$ cat src/rtl/core/sha1_pkg.sv
package sha1_pkg;

   localparam int WordWidth  = 32;
   localparam int NumWords   = 5;
   localparam int Rounds     = 80;
   localparam int RoundBits  = $clog2(Rounds);
   localparam int BlockBytes = 64;
   localparam int FillBits   = $clog2(BlockBytes);
   localparam int BlockBits  = BlockBytes * 8;
   localparam int SchedWords = BlockBits / WordWidth;
   localparam int LenStart   = BlockBytes - 8;
   localparam int CountBits  = 64;

   typedef logic [WordWidth-1:0] sha1_word_type;
   typedef logic [7:0]           sha1_byte_type;

   typedef struct packed {
      sha1_word_type a;
      sha1_word_type b;
      sha1_word_type c;
      sha1_word_type d;
      sha1_word_type e;
   } sha1_work_type;

   localparam sha1_word_type InitWords [NumWords] = '{
      32'h6745_2301, 32'hEFCD_AB89, 32'h98BA_DCFE, 32'h1032_5476, 32'hC3D2_E1F0
   };

   localparam sha1_byte_type PadMark = 8'h80;

endpackage

$ cat src/rtl/core/sha1_req_if.sv
interface sha1_req_if;
   logic                   valid;
   logic                   ready;
   sha1_pkg::sha1_byte_type data_byte;
   logic                   byte_present;
   logic                   last_of_message;

   modport source (output valid, data_byte, byte_present, last_of_message, input ready);
   modport sink (input valid, data_byte, byte_present, last_of_message, output ready);
endinterface

$ cat src/rtl/core/sha1_rsp_if.sv
interface sha1_rsp_if;
   logic                   valid;
   logic                   ready;
   sha1_pkg::sha1_word_type digest_word0;
   sha1_pkg::sha1_word_type digest_word1;
   sha1_pkg::sha1_word_type digest_word2;
   sha1_pkg::sha1_word_type digest_word3;
   sha1_pkg::sha1_word_type digest_word4;

   modport source (output valid, digest_word0, digest_word1, digest_word2, digest_word3,
                   digest_word4, input ready);
   modport sink (input valid, digest_word0, digest_word1, digest_word2, digest_word3,
                 digest_word4, output ready);
endinterface

$ cat src/rtl/core/sha1_round.sv
module sha1_round (
   input  sha1_pkg::sha1_work_type                work_i,
   input  sha1_pkg::sha1_word_type                sched_i,
   input  logic [sha1_pkg::RoundBits-1:0]         round_i,
   output sha1_pkg::sha1_work_type                work_o
);
   import sha1_pkg::*;

   localparam logic [RoundBits-1:0] PhaseOne   = RoundBits'(20);
   localparam logic [RoundBits-1:0] PhaseTwo   = RoundBits'(40);
   localparam logic [RoundBits-1:0] PhaseThree = RoundBits'(60);

   sha1_word_type mix;
   sha1_word_type round_k;
   sha1_word_type sum;

   always_comb begin
      if (round_i < PhaseOne) begin
         mix     = (work_i.b & work_i.c) | (~work_i.b & work_i.d);
         round_k = 32'h5A82_7999;
      end else if (round_i < PhaseTwo) begin
         mix     = work_i.b ^ work_i.c ^ work_i.d;
         round_k = 32'h6ED9_EBA1;
      end else if (round_i < PhaseThree) begin
         mix     = (work_i.b & work_i.c) | (work_i.b & work_i.d) | (work_i.c & work_i.d);
         round_k = 32'h8F1B_BCDC;
      end else begin
         mix     = work_i.b ^ work_i.c ^ work_i.d;
         round_k = 32'hCA62_C1D6;
      end
      sum = {work_i.a[26:0], work_i.a[31:27]} + mix + work_i.e + round_k + sched_i;
      work_o.a = sum;
      work_o.b = work_i.a;
      work_o.c = {work_i.b[1:0], work_i.b[31:2]};
      work_o.d = work_i.c;
      work_o.e = work_i.d;
   end

endmodule

$ cat src/rtl/core/sha1_hash_engine.sv
// Channel   Direction  Handshake      Payload
// req_bus   in         valid / ready  data_byte[7:0], byte_present, last_of_message
// rsp_bus   out        valid / ready  digest_word0..digest_word4 (32 bits each)
//
// A request that neither completes a 64-byte block nor ends the message leaves the engine collecting.
// A request that completes a block starts 80 rounds through the single round unit, then a
// fold of the result into the chaining words.
// On a last request the padding bytes (0x80, zeros, 64-bit length) are pushed one per
// cycle into the block buffer, pausing while a full block is compressed; up to 72 bytes
// (at most 64 when the padding fits the current block) and one or two compressions
// precede loading the digest register once it is free.
// Synchronous reset; no clearing pass. The digest register lets the next message start
// while a digest waits; a second digest waits in the final state until the first is taken.
module sha1_hash_engine (
   input logic        clock,
   input logic        reset,
   sha1_req_if.sink   req_bus,
   sha1_rsp_if.source rsp_bus
);
   import sha1_pkg::*;

   typedef enum logic [2:0] {
      ST_COLLECT,
      ST_ROUND,
      ST_FOLD,
      ST_PAD,
      ST_DONE
   } state_type;

   localparam logic [FillBits-1:0]  FillLast  = FillBits'(BlockBytes - 1);
   localparam logic [FillBits-1:0]  FillLen   = FillBits'(LenStart);
   localparam logic [RoundBits-1:0] RoundLast = RoundBits'(Rounds - 1);

   state_type                      state_ff, state_in;
   logic [FillBits-1:0]            fill_ff, fill_in;
   logic [CountBits-1:0]           count_ff, count_in;
   sha1_word_type                  chain_ff [NumWords];
   sha1_word_type                  chain_in [NumWords];
   sha1_work_type                  work_ff, work_in;
   logic [0:SchedWords-1][WordWidth-1:0] sched_ff, sched_in;
   logic [RoundBits-1:0]           round_ff, round_in;
   logic                           pad_ff, pad_in;     // message end seen
   logic                           mark_ff, mark_in;   // 0x80 already pushed
   logic                           len_ff, len_in;     // length bytes under way
   logic                           rsp_valid_ff, rsp_valid_in;
   sha1_word_type                  rsp_word_ff [NumWords];
   sha1_word_type                  rsp_word_in [NumWords];

   sha1_work_type                  round_out;
   logic                           req_fire;
   logic                           push;
   sha1_byte_type                  push_byte;
   sha1_byte_type                  pad_byte;
   logic                           len_phase;
   logic [BlockBits-1:0]           sched_flat;
   sha1_word_type                  sched_new;

   sha1_round u_round (
      .work_i  (work_ff),
      .sched_i (sched_ff[0]),
      .round_i (round_ff),
      .work_o  (round_out)
   );

   assign req_bus.ready = (state_ff == ST_COLLECT);
   assign req_fire      = req_bus.valid && req_bus.ready;

   assign rsp_bus.valid        = rsp_valid_ff;
   assign rsp_bus.digest_word0 = rsp_word_ff[0];
   assign rsp_bus.digest_word1 = rsp_word_ff[1];
   assign rsp_bus.digest_word2 = rsp_word_ff[2];
   assign rsp_bus.digest_word3 = rsp_word_ff[3];
   assign rsp_bus.digest_word4 = rsp_word_ff[4];

   // Length goes in once the buffer reaches byte 56 after the mark; earlier
   // positions, and the tail of a spilled block, take zeros.
   assign len_phase  = mark_ff && (len_ff || (fill_ff == FillLen));
   assign sched_flat = sched_ff;
   assign sched_new  = sched_ff[2] ^ sched_ff[8] ^ sched_ff[13] ^ sched_ff[0];

   always_comb begin
      if (!mark_ff) begin
         pad_byte = PadMark;
      end else if (len_phase) begin
         pad_byte = count_ff[{~fill_ff[2:0], 3'b000} +: 8];
      end else begin
         pad_byte = '0;
      end
   end

   always_comb begin
      state_in     = state_ff;
      fill_in      = fill_ff;
      count_in     = count_ff;
      chain_in     = chain_ff;
      work_in      = work_ff;
      sched_in     = sched_ff;
      round_in     = round_ff;
      pad_in       = pad_ff;
      mark_in      = mark_ff;
      len_in       = len_ff;
      rsp_valid_in = rsp_valid_ff;
      rsp_word_in  = rsp_word_ff;
      push         = 1'b0;
      push_byte    = '0;

      // drop the digest once taken
      if (rsp_valid_ff && rsp_bus.ready) begin
         rsp_valid_in = 1'b0;
      end

      unique case (state_ff)
         ST_COLLECT: begin
            if (req_fire) begin
               if (req_bus.byte_present) begin
                  push      = 1'b1;
                  push_byte = req_bus.data_byte;
                  count_in  = count_ff + CountBits'(8);
               end
               if (req_bus.last_of_message) begin
                  pad_in = 1'b1;
               end
               if (req_bus.byte_present && (fill_ff == FillLast)) begin
                  state_in = ST_ROUND;
                  round_in = '0;
                  work_in  = {chain_ff[0], chain_ff[1], chain_ff[2], chain_ff[3], chain_ff[4]};
               end else if (req_bus.last_of_message) begin
                  state_in = ST_PAD;
               end
            end
         end
         ST_ROUND: begin
            // advance one round and slide the schedule window by one word
            work_in  = round_out;
            sched_in = {sched_flat[BlockBits-WordWidth-1:0], sched_new[30:0], sched_new[31]};
            round_in = round_ff + RoundBits'(1);
            if (round_ff == RoundLast) begin
               state_in = ST_FOLD;
            end
         end
         ST_FOLD: begin
            chain_in[0] = chain_ff[0] + work_ff.a;
            chain_in[1] = chain_ff[1] + work_ff.b;
            chain_in[2] = chain_ff[2] + work_ff.c;
            chain_in[3] = chain_ff[3] + work_ff.d;
            chain_in[4] = chain_ff[4] + work_ff.e;
            if (len_ff) begin
               state_in = ST_DONE;
            end else if (pad_ff) begin
               state_in = ST_PAD;
            end else begin
               state_in = ST_COLLECT;
            end
         end
         ST_PAD: begin
            push      = 1'b1;
            push_byte = pad_byte;
            mark_in   = 1'b1;
            if (len_phase) begin
               len_in = 1'b1;
            end
            if (fill_ff == FillLast) begin
               state_in = ST_ROUND;
               round_in = '0;
               work_in  = {chain_ff[0], chain_ff[1], chain_ff[2], chain_ff[3], chain_ff[4]};
            end
         end
         ST_DONE: begin
            // hold until the digest register is free, then restart the message
            if (!rsp_valid_ff || rsp_bus.ready) begin
               rsp_word_in  = chain_ff;
               rsp_valid_in = 1'b1;
               chain_in     = InitWords;
               count_in     = '0;
               fill_in      = '0;
               pad_in       = 1'b0;
               mark_in      = 1'b0;
               len_in       = 1'b0;
               state_in     = ST_COLLECT;
            end
         end
         default: begin
            state_in = ST_COLLECT;
         end
      endcase

      // shift one byte into the block buffer; the fill count wraps at a full block
      if (push) begin
         sched_in = {sched_flat[BlockBits-9:0], push_byte};
         fill_in  = fill_ff + FillBits'(1);
      end
   end

   always_ff @(posedge clock) begin
      work_ff     <= work_in;
      sched_ff    <= sched_in;
      rsp_word_ff <= rsp_word_in;
      if (reset) begin
         state_ff     <= ST_COLLECT;
         fill_ff      <= '0;
         count_ff     <= '0;
         chain_ff     <= InitWords;
         round_ff     <= '0;
         pad_ff       <= 1'b0;
         mark_ff      <= 1'b0;
         len_ff       <= 1'b0;
         rsp_valid_ff <= 1'b0;
      end else begin
         state_ff     <= state_in;
         fill_ff      <= fill_in;
         count_ff     <= count_in;
         chain_ff     <= chain_in;
         round_ff     <= round_in;
         pad_ff       <= pad_in;
         mark_ff      <= mark_in;
         len_ff       <= len_in;
         rsp_valid_ff <= rsp_valid_in;
      end
   end

endmodule

$ cat src/flat_wrapper.sv
// flat-port wrapper written by rule: the top's interface ports become plain ports
module sha1_hash_engine_flat import sha1_pkg::*;
  (clock, reset, req_bus_valid, req_bus_data_byte, req_bus_byte_present, req_bus_last_of_message, req_bus_ready, rsp_bus_valid, rsp_bus_digest_word0, rsp_bus_digest_word1, rsp_bus_digest_word2, rsp_bus_digest_word3, rsp_bus_digest_word4, rsp_bus_ready);
  sha1_req_if req_bus_i ();
  sha1_rsp_if rsp_bus_i ();
  input logic clock;
  input logic reset;
  input wire logic [$bits(req_bus_i.valid)-1:0] req_bus_valid;
  input wire logic [$bits(req_bus_i.data_byte)-1:0] req_bus_data_byte;
  input wire logic [$bits(req_bus_i.byte_present)-1:0] req_bus_byte_present;
  input wire logic [$bits(req_bus_i.last_of_message)-1:0] req_bus_last_of_message;
  output wire logic [$bits(req_bus_i.ready)-1:0] req_bus_ready;
  output wire logic [$bits(rsp_bus_i.valid)-1:0] rsp_bus_valid;
  output wire logic [$bits(rsp_bus_i.digest_word0)-1:0] rsp_bus_digest_word0;
  output wire logic [$bits(rsp_bus_i.digest_word1)-1:0] rsp_bus_digest_word1;
  output wire logic [$bits(rsp_bus_i.digest_word2)-1:0] rsp_bus_digest_word2;
  output wire logic [$bits(rsp_bus_i.digest_word3)-1:0] rsp_bus_digest_word3;
  output wire logic [$bits(rsp_bus_i.digest_word4)-1:0] rsp_bus_digest_word4;
  input wire logic [$bits(rsp_bus_i.ready)-1:0] rsp_bus_ready;
  assign req_bus_i.valid = req_bus_valid;
  assign req_bus_i.data_byte = req_bus_data_byte;
  assign req_bus_i.byte_present = req_bus_byte_present;
  assign req_bus_i.last_of_message = req_bus_last_of_message;
  assign req_bus_ready = req_bus_i.ready;
  assign rsp_bus_valid = rsp_bus_i.valid;
  assign rsp_bus_digest_word0 = rsp_bus_i.digest_word0;
  assign rsp_bus_digest_word1 = rsp_bus_i.digest_word1;
  assign rsp_bus_digest_word2 = rsp_bus_i.digest_word2;
  assign rsp_bus_digest_word3 = rsp_bus_i.digest_word3;
  assign rsp_bus_digest_word4 = rsp_bus_i.digest_word4;
  assign rsp_bus_i.ready = rsp_bus_ready;
  sha1_hash_engine u_core (.clock(clock), .reset(reset), .req_bus(req_bus_i), .rsp_bus(rsp_bus_i));
endmodule
$ cat config.mk
export PLATFORM = sky130hd
export DESIGN_NAME = sha1_hash_engine_flat
export DESIGN_NICKNAME = d
export VERILOG_FILES = /design/src/rtl/core/sha1_pkg.sv /design/src/rtl/core/sha1_req_if.sv /design/src/rtl/core/sha1_rsp_if.sv /design/src/rtl/core/sha1_round.sv /design/src/rtl/core/sha1_hash_engine.sv /design/src/flat_wrapper.sv
export SDC_FILE = /design/constraint.sdc
export NUM_CORES = 2
export LEC_CHECK = 0
export BUFFER_PORTS_ARGS = -buffer_cell sky130_fd_sc_hd__buf_4
export CAP_MARGIN = 30
export CELL_PAD_IN_SITES_DETAIL_PLACEMENT = 1
export CELL_PAD_IN_SITES_GLOBAL_PLACEMENT = 2
export CORE_MARGIN = 4
export CORE_UTILIZATION = 42
export CTS_CLUSTER_SIZE = 10
export DETAILED_ROUTE_END_ITERATION = 8
export PLACE_DENSITY_LB_ADDON = 0.1
export SYNTH_ARGS = -nofsm -noshare
export SYNTH_HDL_FRONTEND = slang
export SYNTH_SLANG_ARGS = --single-unit
$ cat constraint.sdc
create_clock -name clock -period 17.8 [get_ports clock]
set_input_delay 0.89 -clock clock [delete_from_list [all_inputs] [get_ports clock]]
set_output_delay 0.89 -clock clock [all_outputs]
set_load 0.01 [all_outputs]
==> qor.yml <==
sta:
  slew_violations: 0
  max_clock_freq_ghz: 0.1364
  min_period_over_period: 0.4120
  fin_setup_tns_ns: 0
  timing.max_slew.rel_slack: 0.2876
  setup_viol: 0
  skew_ns: 0.02085
  tightest_slew_ns: 1.042
  fin_crit_ns: 7.334
  rsz0062_at_grt: "no"
  finalHoldViolCount: 0
drt:
  ant_nets: 0
  vias_per_cell: 5.382
  wl_per_cell_um: 21.86
  drt_wl_total_mm: 163.0
  dr_total_vias: 40129
  drc: 0
  first_pass_iters: 5
  drt-initial-drc-count: 2582
logic_synthesis:
  synth-async-reset-ratio: 0
  synth_seq_cells: 1073
  synth-main-ff-cell: "edfxtp_1"
  avgSynthCellArea_um2: 10.21
  synth_compound_area_frac: 0.09431
  synth_edf_count: 832
  synth_area_um2: 55720
  synth-seq-area-share: 0.5350
  yosys.area_share.simple: 0.1699
  synth_top_family_by_area: "simple AND/OR/NAND/NOR gates"
  syn_nets: 5815
  synth_cells: 5458
  yosys.area_share.adder: 0.09319
  synth-xor-area-share: 0.04873
  netlist-cell-type-count: 84
  synth_mux_area_frac: 0.02946
  yosys_warnings: 0
floorplanning:
  io-pin-count: 176
  core_um2: 131600
  die_area_um2: 138600
  start_util: 0.4233
  num_rows: 133
  die_y_um: 372.2
  die_w_um: 372.2
clock_tree:
  post_cts_buffers: 0
  clkLatencyLatePin_ns: 0.76
  clock_path_buffers: 3
  cts_tree: "done"
  cts_htree_levels: 4
  cts-root-buf: "clkbuf_16"
  cts_buffers: 132
  numClockSinks: 1073
  cts_resized: 0
  path_clk_slew_ns: 0.06
  ctsHoldBuffers: 0
min_path:
  holdCritStartpoint: "req_bus_valid"
  hold_class: "input port to flip-flop"
status:
  outcome: "finished clean"
worst_setup_path:
  r2r-start: "u_core.round_ff[4]$_SDFFE_PP0P_"
  crit_chain: "a41oi_1 -> inv_1 -> nor2_1 -> inv_1 -> buf_4 -> o32ai_1 -> nor2_1 -> fa_1 -> fa_1 -> inv_1 -> fa_1 -> inv_1 -> ha_1 -> a21o_1 -> a21o_1 -> a211oi_1 -> nor3b_1 -> a21boi_0 -> o311ai_0 -> a21oi_1 -> o21ai_0 -> a21oi_1 -> xor2_1 -> o21ai_0"
  path_class: "flip-flop to flip-flop"
  slowest_delay_ns: 0.54
  slowest_stage: "a21boi_0"
  path_max_fanout: 18
  critPathLaunchType: "flip-flop"
  endpoint_kind: "flip-flop"
  worstPathRequired_ns: 18.28
  cpMostUsedCell: "inv_1"
  worstPathArrival_ns: 7.81
  critPathLaunch: "u_core.round_ff[4]$_SDFFE_PP0P_"
global_routing:
  grt_max_degree: 221
  grt_usage: 0.2348
  antenna_found_initial: 2
  grt-ovfl-total: 0
  grt_pass1_vias: 41493
  grt_pass1_wl_mm: 248.5
cells_and_area:
  fin_nets: 5964
  multi_input_area_um2: 24360
  final_cell_mix: "nand2_1, edfxtp_1, nor2_1"
  syn_to_final_growth_pct: 13.01
  final_common_cell: "nand2_1"
  n_antenna_cell: 0
  fillerInstances: 14477
  regArea_um2: 29810
  drive_gt1_frac: 0.09683
place:
  io_buffers: 175
  place_congestion: 0.9013
  hpwl_mm: 115.7
job:
  max-cap-violations: 0
==> metrics by stage <==
step	cells	hold slack, ns	util	worst slack (ns)	cell area [um^2]
after floorplan	5458	0.4314	-	4.430	55720
after global routing	7456	0.3909	0.4784	9.938	62970
after CTS	7455	0.3499	0.4782	10.49	62940
final	7456	0.4141	0.4784	10.47	62970
after global placement	7223	0.4582	0.4473	10.67	58880
after detailed placement	7227	0.4657	0.4480	10.53	58970
==> worst paths after layout <==
| kind | endpoint | slack [ns] | depth (start not counted) |
|---|---|---|---|
| worst max-delay path | u_core.work_ff[158]$_DFFE_PP_ | 10.47 | 24 |
| worst min-delay path | u_core.pad_ff$_SDFFE_PP0P_ | 0.41 | 3 |
| worst max register to register | u_core.work_ff[158]$_DFFE_PP_ | 10.47 | 24 |
| worst min register to register | u_core.fill_ff[5]$_SDFFE_PP0P_ | 0.49 | 1 |
==> cell type report <==
type                            instances  share of cell area
Sequential cell                      1073              0.4734
Multi-Input combinational cell       3953              0.3868
Clock buffer                          207             0.06054
Tap cell                             1755             0.03487
Timing Repair Buffer                  228             0.02865
Inverter                              219             0.01317
Clock inverter                         21            0.002623
==> worst max-delay path, delay by kind of cell (launching register included) <==
kind / cells / cell delay, ns
buffers and inverters: 5 / 1.15
AND/OR/NAND/NOR: 3 / 0.70
flip-flops: 1 / 0.37
adder cells (fa/ha/maj): 4 / 1.81
AO/OA/AOI/OAI: 11 / 2.85
XOR/XNOR: 1 / 0.16
==> cell usage after synthesis, types with 6 or more instances <==
cell,number,area [um^2]
nand3_1,69,345.3
o221ai_1,6,52.55
a221oi_1,6,52.55
nand3b_1,8,60.06
ha_1,223,2790
buf_1,8,30.03
edfxtp_1,832,24980
nor2b_1,44,275.3
a22oi_1,31,232.7
dfxtp_1,241,4825
nor2_1,273,1025
or3_1,24,150.1
o211ai_1,10,75.07
a21boi_0,6,45.04
a211oi_1,17,127.6
xor2_1,117,1025
o22ai_1,23,143.9
mux4_2,13,292.8
clkbuf_1,202,758.2
and2_1,11,68.82
o31ai_1,10,75.07
fa_1,120,2402
a21o_1,93,698.2
nand4_1,29,181.4
o21bai_1,35,262.8
nand2_1,1714,6434
mux2i_1,20,200.2
mux2_2,102,1149
o21ai_0,247,1236
a21oi_1,237,1186
inv_1,216,810.8
a31oi_1,24,150.1
and3_1,26,162.7
o21a_1,26,195.2
xnor2_1,193,1690
nand2b_1,27,168.9
or2_2,10,62.56
o311ai_0,8,70.07
nor3_1,53,265.3
o32ai_1,17,148.9
==> cell families (layout without fill, tap and decap cells) <==
logic type	Yosys count	count (layout)
AO/OA/AOI/OAI	849	849
flip-flops	1073	1073
buffers and inverters	432	675
adder cells (fa/ha/maj)	343	343
multiplexers	135	135
AND/OR/NAND/NOR	2316	2316
XOR/XNOR	310	310
==> sequential cells by signal (all words and copies together), names as in the netlist <==
name,cells
u_core.chain_ff,160
u_core.count_ff,61
u_core.fill_ff,6
u_core.len_ff,1
u_core.mark_ff,1
u_core.pad_ff,1
u_core.round_ff,7
u_core.rsp_bus.digest_word0,32
u_core.rsp_bus.digest_word1,32
u_core.rsp_bus.digest_word2,32
u_core.rsp_bus.digest_word3,32
u_core.rsp_bus.digest_word4,32
u_core.rsp_bus.valid,1
u_core.sched_ff,512
u_core.state_ff,3
u_core.work_ff,160
==> routing by layer <==
metal  vias up  part of all wire  global-route usage
met3       211             0.033             0.02875
met2       635              0.49              0.4039
met5         -                 0                   0
li1      19093                 -                   -
met4         0             0.026             0.06983
met1     20190              0.45              0.3111
Power is left out: the tool's default activity adds up to more than one toggle a clock period on the data nets, which glitch-free logic cannot reach.
